[src/sv/qhd_pkg.sv]
package qhd_pkg;

    // Field and register widths
    localparam int ORDER_W     = 9;
    localparam int SYMBOL_W    = 8;
    localparam int GRID_W      = 4;
    localparam int CRD_W       = 6;
    localparam int CFG_INDEX_W = 1;

    // Average energy of each constellation in odd-integer units
    localparam longint unsigned ENERGY_4   = 2;
    localparam longint unsigned ENERGY_8   = 6;
    localparam longint unsigned ENERGY_16  = 10;
    localparam longint unsigned ENERGY_32  = 20;
    localparam longint unsigned ENERGY_64  = 42;
    localparam longint unsigned ENERGY_128 = 82;
    localparam longint unsigned ENERGY_256 = 170;

    // Configuration register indexes
    typedef enum logic [CFG_INDEX_W-1:0] {
        REG_QAM_ORDER   = 1'b0,
        REG_GRAY_ENABLE = 1'b1
    } cfg_reg_t;

    // Supported constellations, plus the code for an unsupported order
    typedef enum logic [2:0] {
        ORD_4,
        ORD_8,
        ORD_16,
        ORD_32,
        ORD_64,
        ORD_128,
        ORD_256,
        ORD_NONE
    } order_sel_t;

    // Controller states
    typedef enum logic [1:0] {
        ST_IDLE,
        ST_RUN,
        ST_DRAIN,
        ST_DONE
    } state_t;

    // Grid walked for one constellation
    typedef struct packed {
        logic [GRID_W-1:0] outer_last;
        logic [GRID_W-1:0] inner_last;
        logic [1:0]        cut;
        logic              x_outer;
    } grid_t;

    // Control that travels with each point through the search pipeline
    typedef struct packed {
        logic valid;
        logic keep;
        logic last;
    } tag_t;

    function automatic order_sel_t order_sel(input logic [ORDER_W-1:0] m);
        order_sel_t s;
        unique case (m)
            9'd4:    s = ORD_4;
            9'd8:    s = ORD_8;
            9'd16:   s = ORD_16;
            9'd32:   s = ORD_32;
            9'd64:   s = ORD_64;
            9'd128:  s = ORD_128;
            9'd256:  s = ORD_256;
            default: s = ORD_NONE;
        endcase
        return s;
    endfunction

    function automatic grid_t grid_of(input order_sel_t s);
        grid_t g;
        unique case (s)
            ORD_4:   g = '{outer_last: 4'd1,  inner_last: 4'd1,  cut: 2'd0, x_outer: 1'b0};
            ORD_8:   g = '{outer_last: 4'd1,  inner_last: 4'd3,  cut: 2'd0, x_outer: 1'b0};
            ORD_16:  g = '{outer_last: 4'd3,  inner_last: 4'd3,  cut: 2'd0, x_outer: 1'b0};
            ORD_32:  g = '{outer_last: 4'd5,  inner_last: 4'd5,  cut: 2'd1, x_outer: 1'b1};
            ORD_64:  g = '{outer_last: 4'd7,  inner_last: 4'd7,  cut: 2'd0, x_outer: 1'b0};
            ORD_128: g = '{outer_last: 4'd11, inner_last: 4'd11, cut: 2'd2, x_outer: 1'b1};
            ORD_256: g = '{outer_last: 4'd15, inner_last: 4'd15, cut: 2'd0, x_outer: 1'b0};
            default: g = '0;
        endcase
        return g;
    endfunction

    // Floor square root, evaluated at elaboration for the grid steps
    function automatic longint unsigned isqrt(input longint unsigned v);
        longint unsigned rem;
        longint unsigned res;
        longint unsigned bit_v;
        rem   = v;
        res   = 0;
        bit_v = 64'h4000_0000_0000_0000;
        while (bit_v > rem)
            bit_v = bit_v >> 2;
        while (bit_v != 0) begin
            if (rem >= res + bit_v) begin
                rem = rem - res - bit_v;
                res = (res >> 1) + bit_v;
            end else begin
                res = res >> 1;
            end
            bit_v = bit_v >> 2;
        end
        return res;
    endfunction

    // Prefix XOR from the top bit down
    function automatic logic [SYMBOL_W-1:0] bin_from_gray(input logic [SYMBOL_W-1:0] v);
        logic [SYMBOL_W-1:0] r;
        r = v;
        r = r ^ (r >> 1);
        r = r ^ (r >> 2);
        r = r ^ (r >> 4);
        return r;
    endfunction

endpackage

[src/sv/qam_hard_demapper.sv]
// Channel  | Direction | Handshake          | Payload
// s_*      | in        | s_tvalid/s_tready  | s_tdata: i_sample, q_sample
// m_*      | out       | m_tvalid/m_tready  | m_tdata: symbol; m_tuser: order_error
// cfg_*    | in        | cfg_valid/cfg_ready| cfg_index, cfg_data
//
// For each sample the controller walks the full grid
// of the constellation (4, 8, 16, 36, 64, 144 or 256 points) through the point
// table one point per cycle, then drains the table read, square and compare stages;
// the result loads into the output register once the search is done and it is free.
// An unsupported order skips the search and goes straight to the done state.
// rst_n clears all control and sets qam_order to 16, gray_enable to 0.
// A result waits in the output register; the next sample is taken meanwhile.
// A full output register holds the controller until m_tready frees it.
module qam_hard_demapper #(
    parameter int SAMPLE_WIDTH = 16,
    parameter int FRAC_BITS    = 13,
    parameter int MAX_ORDER    = 256
) (
    input  logic                                 clk,
    input  logic                                 rst_n,
    input  logic                                 s_tvalid,
    output logic                                 s_tready,
    // [SW-1:0] i_sample, [2*SW-1:SW] q_sample, zero padded to bytes
    input  logic [((2*SAMPLE_WIDTH+7)/8)*8-1:0]  s_tdata,
    output logic                                 m_tvalid,
    input  logic                                 m_tready,
    // [7:0] symbol
    output logic [qhd_pkg::SYMBOL_W-1:0]         m_tdata,
    // [0] order_error
    output logic [0:0]                           m_tuser,
    input  logic                                 cfg_valid,
    output logic                                 cfg_ready,
    input  logic [qhd_pkg::CFG_INDEX_W-1:0]      cfg_index,
    input  logic [qhd_pkg::ORDER_W-1:0]          cfg_data
);

    localparam int IDX_W = $clog2(MAX_ORDER);

    logic signed [SAMPLE_WIDTH-1:0]  i_sample;
    logic signed [SAMPLE_WIDTH-1:0]  q_sample;
    logic signed [SAMPLE_WIDTH-1:0]  si;
    logic signed [SAMPLE_WIDTH-1:0]  sq;
    logic signed [FRAC_BITS+1:0]     px;
    logic signed [FRAC_BITS+1:0]     py;
    qhd_pkg::tag_t                   tag_issue;
    qhd_pkg::tag_t                   tag_rom;
    qhd_pkg::order_sel_t             sel;
    logic [qhd_pkg::GRID_W-1:0]      o;
    logic [qhd_pkg::GRID_W-1:0]      n;
    logic                            start;
    logic                            search_done;
    logic                            out_free;
    logic                            res_load;
    logic                            res_error;
    logic                            gray_enable;
    logic [IDX_W-1:0]                win_idx;
    logic [qhd_pkg::SYMBOL_W-1:0]    idx_ext;
    logic [qhd_pkg::SYMBOL_W-1:0]    symbol_c;
    logic                            m_tvalid_reg;
    logic [qhd_pkg::SYMBOL_W-1:0]    m_tdata_reg;
    logic                            m_tuser_reg;

    assign i_sample = s_tdata[SAMPLE_WIDTH-1:0];
    assign q_sample = s_tdata[2*SAMPLE_WIDTH-1:SAMPLE_WIDTH];

    qhd_ctrl #(
        .SAMPLE_WIDTH (SAMPLE_WIDTH),
        .MAX_ORDER    (MAX_ORDER)
    ) u_ctrl (
        .clk         (clk),
        .rst_n       (rst_n),
        .s_tvalid    (s_tvalid),
        .s_tready    (s_tready),
        .i_sample    (i_sample),
        .q_sample    (q_sample),
        .cfg_valid   (cfg_valid),
        .cfg_ready   (cfg_ready),
        .cfg_index   (cfg_index),
        .cfg_data    (cfg_data),
        .search_done (search_done),
        .out_free    (out_free),
        .start       (start),
        .tag         (tag_issue),
        .sel         (sel),
        .o           (o),
        .n           (n),
        .si          (si),
        .sq          (sq),
        .res_load    (res_load),
        .res_error   (res_error),
        .gray_enable (gray_enable)
    );

    qhd_point_rom #(
        .FRAC_BITS (FRAC_BITS)
    ) u_rom (
        .clk     (clk),
        .rst_n   (rst_n),
        .sel     (sel),
        .o       (o),
        .n       (n),
        .tag_in  (tag_issue),
        .px      (px),
        .py      (py),
        .tag_out (tag_rom)
    );

    qhd_dist_search #(
        .SAMPLE_WIDTH (SAMPLE_WIDTH),
        .FRAC_BITS    (FRAC_BITS),
        .IDX_W        (IDX_W)
    ) u_search (
        .clk      (clk),
        .rst_n    (rst_n),
        .start    (start),
        .si       (si),
        .sq       (sq),
        .px       (px),
        .py       (py),
        .tag      (tag_rom),
        .done     (search_done),
        .win_idx  (win_idx)
    );

    // Form the symbol: zero on error, optional Gray decode
    always_comb
    begin
        idx_ext = qhd_pkg::SYMBOL_W'(win_idx);
        if (res_error)
            symbol_c = '0;
        else if (gray_enable)
            symbol_c = qhd_pkg::bin_from_gray(idx_ext);
        else
            symbol_c = idx_ext;
    end

    // Output register: load when empty or being drained
    assign out_free = !m_tvalid_reg || m_tready;

    always_ff @(posedge clk or negedge rst_n)
    begin
        if (!rst_n)
            m_tvalid_reg <= 1'b0;
        else if (res_load)
            m_tvalid_reg <= 1'b1;
        else if (m_tready)
            m_tvalid_reg <= 1'b0;
    end

    always_ff @(posedge clk)
    begin
        if (res_load)
        begin
            m_tdata_reg <= symbol_c;
            m_tuser_reg <= res_error;
        end
    end

    assign m_tvalid   = m_tvalid_reg;
    assign m_tdata    = m_tdata_reg;
    assign m_tuser[0] = m_tuser_reg;

endmodule

[src/sv/qhd_point_rom.sv]
module qhd_point_rom #(
    parameter int FRAC_BITS = 13
) (
    input  logic                      clk,
    input  logic                      rst_n,
    input  qhd_pkg::order_sel_t       sel,
    input  logic [qhd_pkg::GRID_W-1:0] o,
    input  logic [qhd_pkg::GRID_W-1:0] n,
    input  qhd_pkg::tag_t             tag_in,
    output logic signed [FRAC_BITS+1:0] px,
    output logic signed [FRAC_BITS+1:0] py,
    output qhd_pkg::tag_t             tag_out
);

    localparam int STEP_W  = FRAC_BITS + 1;
    localparam int COORD_W = FRAC_BITS + 2;
    localparam int PROD_W  = STEP_W + qhd_pkg::CRD_W + 1;

    // Grid step per constellation: 2^FRAC_BITS / sqrt(E), rounded
    localparam longint unsigned SCALE = 64'd1 << (2 * FRAC_BITS + 2);
    localparam logic [STEP_W-1:0] STEP_4   =
        STEP_W'((qhd_pkg::isqrt(SCALE / qhd_pkg::ENERGY_4) + 1) >> 1);
    localparam logic [STEP_W-1:0] STEP_8   =
        STEP_W'((qhd_pkg::isqrt(SCALE / qhd_pkg::ENERGY_8) + 1) >> 1);
    localparam logic [STEP_W-1:0] STEP_16  =
        STEP_W'((qhd_pkg::isqrt(SCALE / qhd_pkg::ENERGY_16) + 1) >> 1);
    localparam logic [STEP_W-1:0] STEP_32  =
        STEP_W'((qhd_pkg::isqrt(SCALE / qhd_pkg::ENERGY_32) + 1) >> 1);
    localparam logic [STEP_W-1:0] STEP_64  =
        STEP_W'((qhd_pkg::isqrt(SCALE / qhd_pkg::ENERGY_64) + 1) >> 1);
    localparam logic [STEP_W-1:0] STEP_128 =
        STEP_W'((qhd_pkg::isqrt(SCALE / qhd_pkg::ENERGY_128) + 1) >> 1);
    localparam logic [STEP_W-1:0] STEP_256 =
        STEP_W'((qhd_pkg::isqrt(SCALE / qhd_pkg::ENERGY_256) + 1) >> 1);

    qhd_pkg::grid_t                    grid;
    logic [STEP_W-1:0]                 step;
    logic signed [qhd_pkg::CRD_W-1:0]  co;
    logic signed [qhd_pkg::CRD_W-1:0]  cn;
    logic signed [qhd_pkg::CRD_W-1:0]  cx;
    logic signed [qhd_pkg::CRD_W-1:0]  cy;
    logic signed [PROD_W-1:0]          prod_x;
    logic signed [PROD_W-1:0]          prod_y;
    logic signed [COORD_W-1:0]         px_reg;
    logic signed [COORD_W-1:0]         py_reg;
    qhd_pkg::tag_t                     tag_reg;

    // Select the step of the active constellation
    always_comb
    begin
        unique case (sel)
            qhd_pkg::ORD_4:   step = STEP_4;
            qhd_pkg::ORD_8:   step = STEP_8;
            qhd_pkg::ORD_16:  step = STEP_16;
            qhd_pkg::ORD_32:  step = STEP_32;
            qhd_pkg::ORD_64:  step = STEP_64;
            qhd_pkg::ORD_128: step = STEP_128;
            qhd_pkg::ORD_256: step = STEP_256;
            default:          step = '0;
        endcase
    end

    // Map grid position to odd coordinates, then scale
    always_comb
    begin
        grid   = qhd_pkg::grid_of(sel);
        co     = $signed({1'b0, o, 1'b0}) - $signed({2'b00, grid.outer_last});
        cn     = $signed({1'b0, n, 1'b0}) - $signed({2'b00, grid.inner_last});
        cx     = grid.x_outer ? co : cn;
        cy     = grid.x_outer ? cn : co;
        prod_x = PROD_W'(cx) * PROD_W'($signed({1'b0, step}));
        prod_y = PROD_W'(cy) * PROD_W'($signed({1'b0, step}));
    end

    // Registered read port
    always_ff @(posedge clk)
    begin
        px_reg <= prod_x[COORD_W-1:0];
        py_reg <= prod_y[COORD_W-1:0];
    end

    always_ff @(posedge clk or negedge rst_n)
    begin
        if (!rst_n)
        begin
            tag_reg <= '0;
        end
        else
        begin
            tag_reg <= tag_in;
        end
    end

    assign px      = px_reg;
    assign py      = py_reg;
    assign tag_out = tag_reg;

endmodule

[src/sv/qhd_dist_search.sv]
module qhd_dist_search #(
    parameter int SAMPLE_WIDTH = 16,
    parameter int FRAC_BITS    = 13,
    parameter int IDX_W        = 8
) (
    input  logic                          clk,
    input  logic                          rst_n,
    input  logic                          start,
    input  logic signed [SAMPLE_WIDTH-1:0] si,
    input  logic signed [SAMPLE_WIDTH-1:0] sq,
    input  logic signed [FRAC_BITS+1:0]   px,
    input  logic signed [FRAC_BITS+1:0]   py,
    input  qhd_pkg::tag_t                 tag,
    output logic                          done,
    output logic [IDX_W-1:0]              win_idx
);

    localparam int COORD_W = FRAC_BITS + 2;
    localparam int DX_W    = ((SAMPLE_WIDTH > COORD_W) ? SAMPLE_WIDTH : COORD_W) + 1;
    localparam int SQ_W    = 2 * DX_W;
    localparam int DIST_W  = SQ_W + 1;

    logic signed [DX_W-1:0]  dx;
    logic signed [DX_W-1:0]  dy;
    logic signed [SQ_W-1:0]  sqx_c;
    logic signed [SQ_W-1:0]  sqy_c;
    logic [SQ_W-1:0]         sqx_reg;
    logic [SQ_W-1:0]         sqy_reg;
    qhd_pkg::tag_t           tag_b_reg;
    logic [DIST_W-1:0]       dist_c;
    logic [DIST_W-1:0]       best_dist_reg;
    logic [IDX_W-1:0]        win_idx_reg;
    logic [IDX_W-1:0]        idx_reg;
    logic                    have_reg;
    logic                    done_reg;
    logic                    take;
    logic                    better;

    // Offset to the point and square each component
    always_comb
    begin
        dx    = DX_W'(si) - DX_W'(px);
        dy    = DX_W'(sq) - DX_W'(py);
        sqx_c = SQ_W'(dx) * SQ_W'(dx);
        sqy_c = SQ_W'(dy) * SQ_W'(dy);
    end

    always_ff @(posedge clk)
    begin
        sqx_reg <= sqx_c;
        sqy_reg <= sqy_c;
    end

    // Sum and compare with the running best; first minimum wins
    always_comb
    begin
        dist_c = DIST_W'(sqx_reg) + DIST_W'(sqy_reg);
        take   = tag_b_reg.valid && tag_b_reg.keep;
        better = take && (!have_reg || (dist_c < best_dist_reg));
    end

    always_ff @(posedge clk or negedge rst_n)
    begin
        if (!rst_n)
        begin
            tag_b_reg <= '0;
            have_reg  <= 1'b0;
            idx_reg   <= '0;
            done_reg  <= 1'b0;
        end
        else
        begin
            tag_b_reg <= tag;
            if (start)
            begin
                have_reg <= 1'b0;
                idx_reg  <= '0;
                done_reg <= 1'b0;
            end
            else
            begin
                done_reg <= tag_b_reg.valid && tag_b_reg.last;
                if (better)
                    have_reg <= 1'b1;
                if (take)
                    idx_reg <= idx_reg + IDX_W'(1);
            end
        end
    end

    // Hold the winner until the next item starts
    always_ff @(posedge clk)
    begin
        if (better)
        begin
            best_dist_reg <= dist_c;
            win_idx_reg   <= idx_reg;
        end
    end

    assign done    = done_reg;
    assign win_idx = win_idx_reg;

endmodule

[src/sv/qhd_ctrl.sv]
module qhd_ctrl #(
    parameter int SAMPLE_WIDTH = 16,
    parameter int MAX_ORDER    = 256
) (
    input  logic                              clk,
    input  logic                              rst_n,
    input  logic                              s_tvalid,
    output logic                              s_tready,
    input  logic signed [SAMPLE_WIDTH-1:0]    i_sample,
    input  logic signed [SAMPLE_WIDTH-1:0]    q_sample,
    input  logic                              cfg_valid,
    output logic                              cfg_ready,
    input  logic [qhd_pkg::CFG_INDEX_W-1:0]   cfg_index,
    input  logic [qhd_pkg::ORDER_W-1:0]       cfg_data,
    input  logic                              search_done,
    input  logic                              out_free,
    output logic                              start,
    output qhd_pkg::tag_t                     tag,
    output qhd_pkg::order_sel_t               sel,
    output logic [qhd_pkg::GRID_W-1:0]        o,
    output logic [qhd_pkg::GRID_W-1:0]        n,
    output logic signed [SAMPLE_WIDTH-1:0]    si,
    output logic signed [SAMPLE_WIDTH-1:0]    sq,
    output logic                              res_load,
    output logic                              res_error,
    output logic                              gray_enable
);

    localparam logic [qhd_pkg::ORDER_W:0] MAX_ORDER_V = (qhd_pkg::ORDER_W + 1)'(MAX_ORDER);

    qhd_pkg::state_t                  state_reg;
    qhd_pkg::state_t                  state_next;
    qhd_pkg::order_sel_t              sel_reg;
    qhd_pkg::order_sel_t              sel_c;
    qhd_pkg::grid_t                   grid;
    logic [qhd_pkg::ORDER_W-1:0]      qam_order_reg;
    logic                             gray_reg;
    logic                             err_reg;
    logic [qhd_pkg::GRID_W-1:0]       o_reg;
    logic [qhd_pkg::GRID_W-1:0]       n_reg;
    logic signed [SAMPLE_WIDTH-1:0]   si_reg;
    logic signed [SAMPLE_WIDTH-1:0]   sq_reg;
    logic [qhd_pkg::GRID_W-1:0]       cut_w;
    logic                             o_edge;
    logic                             n_edge;
    logic                             last_pt;
    logic                             issue;

    // Configuration registers, always ready
    assign cfg_ready = 1'b1;

    always_ff @(posedge clk or negedge rst_n)
    begin
        if (!rst_n)
        begin
            qam_order_reg <= 9'd16;
            gray_reg      <= 1'b0;
        end
        else if (cfg_valid)
        begin
            unique case (qhd_pkg::cfg_reg_t'(cfg_index))
                qhd_pkg::REG_QAM_ORDER:   qam_order_reg <= cfg_data;
                qhd_pkg::REG_GRAY_ENABLE: gray_reg      <= cfg_data[0];
                default:                  ;
            endcase
        end
    end

    // Decode the order, flagging unsupported sizes and sizes above the build limit
    always_comb
    begin
        if ({1'b0, qam_order_reg} > MAX_ORDER_V)
            sel_c = qhd_pkg::ORD_NONE;
        else
            sel_c = qhd_pkg::order_sel(qam_order_reg);
    end

    // Corner test for the cross constellations, and detection of the last grid point
    always_comb
    begin
        grid    = qhd_pkg::grid_of(sel_reg);
        cut_w   = {2'b00, grid.cut};
        o_edge  = (o_reg < cut_w) || (o_reg > (grid.outer_last - cut_w));
        n_edge  = (n_reg < cut_w) || (n_reg > (grid.inner_last - cut_w));
        last_pt = (o_reg == grid.outer_last) && (n_reg == grid.inner_last);
    end

    always_ff @(posedge clk or negedge rst_n)
    begin
        if (!rst_n)
            state_reg <= qhd_pkg::ST_IDLE;
        else
            state_reg <= state_next;
    end

    // Next state and handshake outputs
    always_comb
    begin
        state_next = state_reg;
        s_tready   = 1'b0;
        start      = 1'b0;
        issue      = 1'b0;
        res_load   = 1'b0;
        unique case (state_reg)
            qhd_pkg::ST_IDLE:
            begin
                s_tready = 1'b1;
                if (s_tvalid)
                begin
                    start      = 1'b1;
                    state_next = (sel_c == qhd_pkg::ORD_NONE) ? qhd_pkg::ST_DONE
                                                              : qhd_pkg::ST_RUN;
                end
            end
            qhd_pkg::ST_RUN:
            begin
                issue = 1'b1;
                if (last_pt)
                    state_next = qhd_pkg::ST_DRAIN;
            end
            qhd_pkg::ST_DRAIN:
            begin
                if (search_done)
                begin
                    if (out_free)
                    begin
                        res_load   = 1'b1;
                        state_next = qhd_pkg::ST_IDLE;
                    end
                    else
                    begin
                        state_next = qhd_pkg::ST_DONE;
                    end
                end
            end
            qhd_pkg::ST_DONE:
            begin
                if (out_free)
                begin
                    res_load   = 1'b1;
                    state_next = qhd_pkg::ST_IDLE;
                end
            end
            default:
            begin
                state_next = qhd_pkg::ST_IDLE;
            end
        endcase
    end

    // Grid counters and per-item settings
    always_ff @(posedge clk or negedge rst_n)
    begin
        if (!rst_n)
        begin
            o_reg   <= '0;
            n_reg   <= '0;
            sel_reg <= qhd_pkg::ORD_16;
            err_reg <= 1'b0;
        end
        else if (start)
        begin
            o_reg   <= '0;
            n_reg   <= '0;
            sel_reg <= sel_c;
            err_reg <= (sel_c == qhd_pkg::ORD_NONE);
        end
        else if (issue)
        begin
            if (n_reg == grid.inner_last)
            begin
                n_reg <= '0;
                o_reg <= o_reg + qhd_pkg::GRID_W'(1);
            end
            else
            begin
                n_reg <= n_reg + qhd_pkg::GRID_W'(1);
            end
        end
    end

    // Latch the sample for the whole search
    always_ff @(posedge clk)
    begin
        if (start)
        begin
            si_reg <= i_sample;
            sq_reg <= q_sample;
        end
    end

    assign tag.valid   = issue;
    assign tag.keep    = !((grid.cut != 2'd0) && o_edge && n_edge);
    assign tag.last    = last_pt;
    assign sel         = sel_reg;
    assign o           = o_reg;
    assign n           = n_reg;
    assign si          = si_reg;
    assign sq          = sq_reg;
    assign res_error   = err_reg;
    assign gray_enable = gray_reg;

endmodule

[config.mk]
export PLATFORM = sky130hd
export DESIGN_NAME = qam_hard_demapper
export DESIGN_NICKNAME = d
export VERILOG_FILES = /design/src/sv/qhd_pkg.sv /design/src/sv/qam_hard_demapper.sv /design/src/sv/qhd_point_rom.sv /design/src/sv/qhd_dist_search.sv /design/src/sv/qhd_ctrl.sv
export SDC_FILE = /design/constraint.sdc
export NUM_CORES = 2
export LEC_CHECK = 0
export BUFFER_PORTS_ARGS = -buffer_cell sky130_fd_sc_hd__buf_2
export CAP_MARGIN = 15
export CORE_ASPECT_RATIO = 0.75
export CORE_MARGIN = 3
export CORE_UTILIZATION = 57
export DETAILED_ROUTE_END_ITERATION = 8
export GPL_TIMING_DRIVEN = 1
export PLACE_DENSITY = 0.76
export SYNTH_ARGS = -nofsm -noshare
export SYNTH_HDL_FRONTEND = slang
export SYNTH_SLANG_ARGS = --single-unit
[constraint.sdc]
create_clock -name clk -period 10.4 [get_ports clk]
set_input_delay 2.08 -clock clk [delete_from_list [all_inputs] [get_ports clk]]
set_output_delay 2.08 -clock clk [all_outputs]
set_load 0.05 [all_outputs]
==> impl_metrics.sql <==
INSERT INTO impl_metrics (metric_group, metric, value, unit) VALUES
('clocking', 'clock_sink_count', '220', ''),
('timing', 'rsz0062_at_grt', 'false', ''),
('synth', 'post_synth.cell_area_avg', '9.51', 'µm²'),
('timing', 'final.period_utilization', '88.1', '%'),
('cells_and_area', 'area_growth_syn_to_layout', '6.11', '%'),
('floorplanning', 'die_extent_in_x', '289', 'µm'),
('synth', 'ys_ff_latch', '220', ''),
('grt', 'grt_util_all_layers', '25.0', '%'),
('clocking', 'clock_insertion_delay_worst_skew', '0.58', 'ns'),
('synth', 'synth_area', '34300', 'µm²'),
('floorplanning', 'die_area', '63300', 'µm²'),
('place', 'gp_congestion', '0.918', ''),
('routing', 'routedWlPerCell', '16.8', 'µm'),
('synth', 'yosys.area_share.simple', '11.3', '%'),
('synth', 'ys_top_cells_by_area', 'sky130_fd_sc_hd__fa_1 (37%), sky130_fd_sc_hd__ha_1 (12%), sky130_fd_sc_hd__inv_1 (8.7%)', ''),
('worst_setup_path', 'timing.critical_path.fanout_max', '20', ''),
('timing', 'max_freq', '0.109', 'GHz'),
('synth', 'synth_compound_gate_area_share', '7.97', '%'),
('synth', 'synth_top_cell_area_share', '36.7', '%'),
('synth', 'synth.lib_cells_used.distinct', '89', ''),
('clocking', 'path_clk_slew', '0.06', 'ns'),
('synth', 'synth_adder_area_share', '48.9', '%'),
('floorplanning', 'std_cell_rows', '77', ''),
('hold_path', 'hold_crit_class', 'register to register', ''),
('timing', 'report.final.hold_viol_count', '0', ''),
('synth', 'synth_xor_area_share', '5.02', '%'),
('worst_setup_path', 'critical-path-slowest-cell', 'sky130_fd_sc_hd__or4_1', ''),
('grt', 'grt_max_degree', '42', ''),
('floorplanning', 'die_y', '219', 'µm'),
('cells_and_area', 'multiInputGateArea', '25500', 'µm²'),
('synth', 'synth.mux.area_fraction', '0.820', '%'),
('worst_setup_path', 'cp.required', '10.86', 'ns'),
('grt', 'grt_remaining_overflow', '0', ''),
('clocking', 'cts_hold_buffers', '0', ''),
('floorplanning', 'initial_cell_density_of_the_core', '58.0', '%'),
('timing', 'timing_worst_slew_pin_value', '1.22', 'ns'),
('clocking', 'tritoncts.num_buffers', '26', ''),
('timing', 'slew_violations', '0', ''),
('grt', 'first_global_vias', '25486', ''),
('routing', 'drt_iter0_markers', '1625', ''),
('synth', 'post_synth_most_frequent_cells', 'sky130_fd_sc_hd__inv_1 (799), sky130_fd_sc_hd__fa_1 (629), sky130_fd_sc_hd__ha_1 (337)', ''),
('synth', 'yosys_warnings', '0', ''),
('synth', 'synth_top_cell_by_area', 'sky130_fd_sc_hd__fa_1', ''),
('timing', 'min_period', '9.16', 'ns'),
('grt', 'grt_most_used_layer', 'met2', ''),
('timing', 'totalNegativeSetupSlack', '0', 'ns'),
('cells_and_area', 'insertedDiodeCount', '0', ''),
('floorplanning', 'core_area', '59300', 'µm²'),
('worst_setup_path', 'crit_top_cell', 'sky130_fd_sc_hd__fa_1', ''),
('grt', 'number_of_antenna_violations_at_the_first_check_in_global_routing', '0', ''),
('grt', 'globalRouteMet3Util', '4.61', '%'),
('synth', 'synth_sequential_area_ratio', '15.9', '%'),
('place', 'dp_hpwl', '62500', 'µm'),
('worst_setup_path', 'cp-start-kind', 'register', ''),
('routing', 'first_pass_iters', '6', ''),
('flow_run', 'max_cap_viol_count', '0', ''),
('place', 'buffer_ports.inserted', '57', ''),
('synth', 'postSynth.asyncResetShare', '18.6', '%'),
('worst_setup_path', 'timing.critical_path.arrival', '9.62', 'ns'),
('synth', 'syn-instance-count', '3612', ''),
('timing', 'setup_viol_count_final', '0', ''),
('grt', 'grt_first_pass_wirelength', '127000', 'µm'),
('routing', 'post-route-drc-count', '0', ''),
('cells_and_area', 'num-nets-final', '4659', ''),
('synth', 'yosys.cell_count.top_type', 'sky130_fd_sc_hd__inv_1', ''),
('clocking', 'clock_tree.root_cell', 'sky130_fd_sc_hd__clkbuf_16', ''),
('cells_and_area', 'register_area', '5450', 'µm²'),
('outcome', 'outcome', 'complete, no violations', ''),
('timing', 'fin_skew', '0.0559', 'ns'),
('timing', 'relSlewSlack', '18.4', '%'),
('routing', 'postRouteAntennaNets', '0', '');
critical path, delay by kind of cell, from the launching register on:
| kind | cells | cell delay [ns] |
|---|---|---|
| buf+inv | 8 | 0.80 |
| compound gates | 9 | 2.40 |
| fa+ha+maj | 9 | 3.99 |
| simple gates | 6 | 1.45 |
| flops | 1 | 0.37 |
per-stage QoR:
step                      setup WS [ns]  util [%]  cell area [µm²]  std cells  hold slack, ns
after detailed placement           1.31      60.0            35600       4408           0.335
after global placement             1.56      60.0            35600       4408           0.336
after CTS                          1.26      61.5            36400       4456           0.349
after global routing              0.704      61.5            36400       4456           0.361
final                              1.24      61.5            36400       4456           0.348
after floorplan                    2.48         -            34400       3614           0.331
path summary, 6_finish.rpt:
kind,start,end,slack (ns),depth (start not counted)
worst max-delay path,u_ctrl.si[0],u_search.sqx_reg[33],1.24,32
worst min-delay path,u_rom.tag_out[1],u_search.tag_b_reg[1],0.35,0
worst max register to register,u_ctrl.si[0],u_search.sqx_reg[33],1.24,32
worst min register to register,u_rom.tag_out[1],u_search.tag_b_reg[1],0.35,0
max in group asynchronous,rst_n,u_search.idx_reg[7],8.01,1
min in group asynchronous,rst_n,u_ctrl.qam_order_reg[5],1.67,1
cell families after synthesis:
group | after synthesis
buf+inv | 903
mux | 25
compound gates | 414
other cells | 1
fa+ha+maj | 966
simple gates | 892
flops | 220
xor+xnor | 191
area by class of cell:
type                            count  area share, %
Clock inverter                     17          0.477
Timing Repair Buffer               95           1.57
Clock buffer                       31           1.95
Tap cell                          790           2.71
Inverter                          812           8.36
Sequential cell                   220           15.0
Multi-Input combinational cell   2491           70.0
cells in the final DEF (no fill, tap or decap), drive strengths merged, types with 18 or more instances in the layout:
master,netlist,layout
a21o,54,54
a21oi,113,113
and2,19,19
buf,26,95
clkbuf,65,31
dfrtp,39,39
dfxtp,95,95
edfxtp,84,84
fa,629,629
ha,337,337
inv,808,814
nand2,325,325
nand2b,36,36
nand3,32,32
nor2,334,334
nor2b,24,24
nor3,40,40
o21a,26,26
o21ai,83,83
or2,18,18
xnor2,128,128
xor2,61,61
layer usage:
layer	routed length, µm	share of wire, %	up-vias
li1	-	-	11289
met1	33500	45	12155
met2	34600	46	744
met3	5530	7.4	93
met4	1230	1.6	2
met5	107	0.14	-
Power is left out: the tool's default activity adds up to more than one toggle a clock period on the data nets, which glitch-free logic cannot reach.
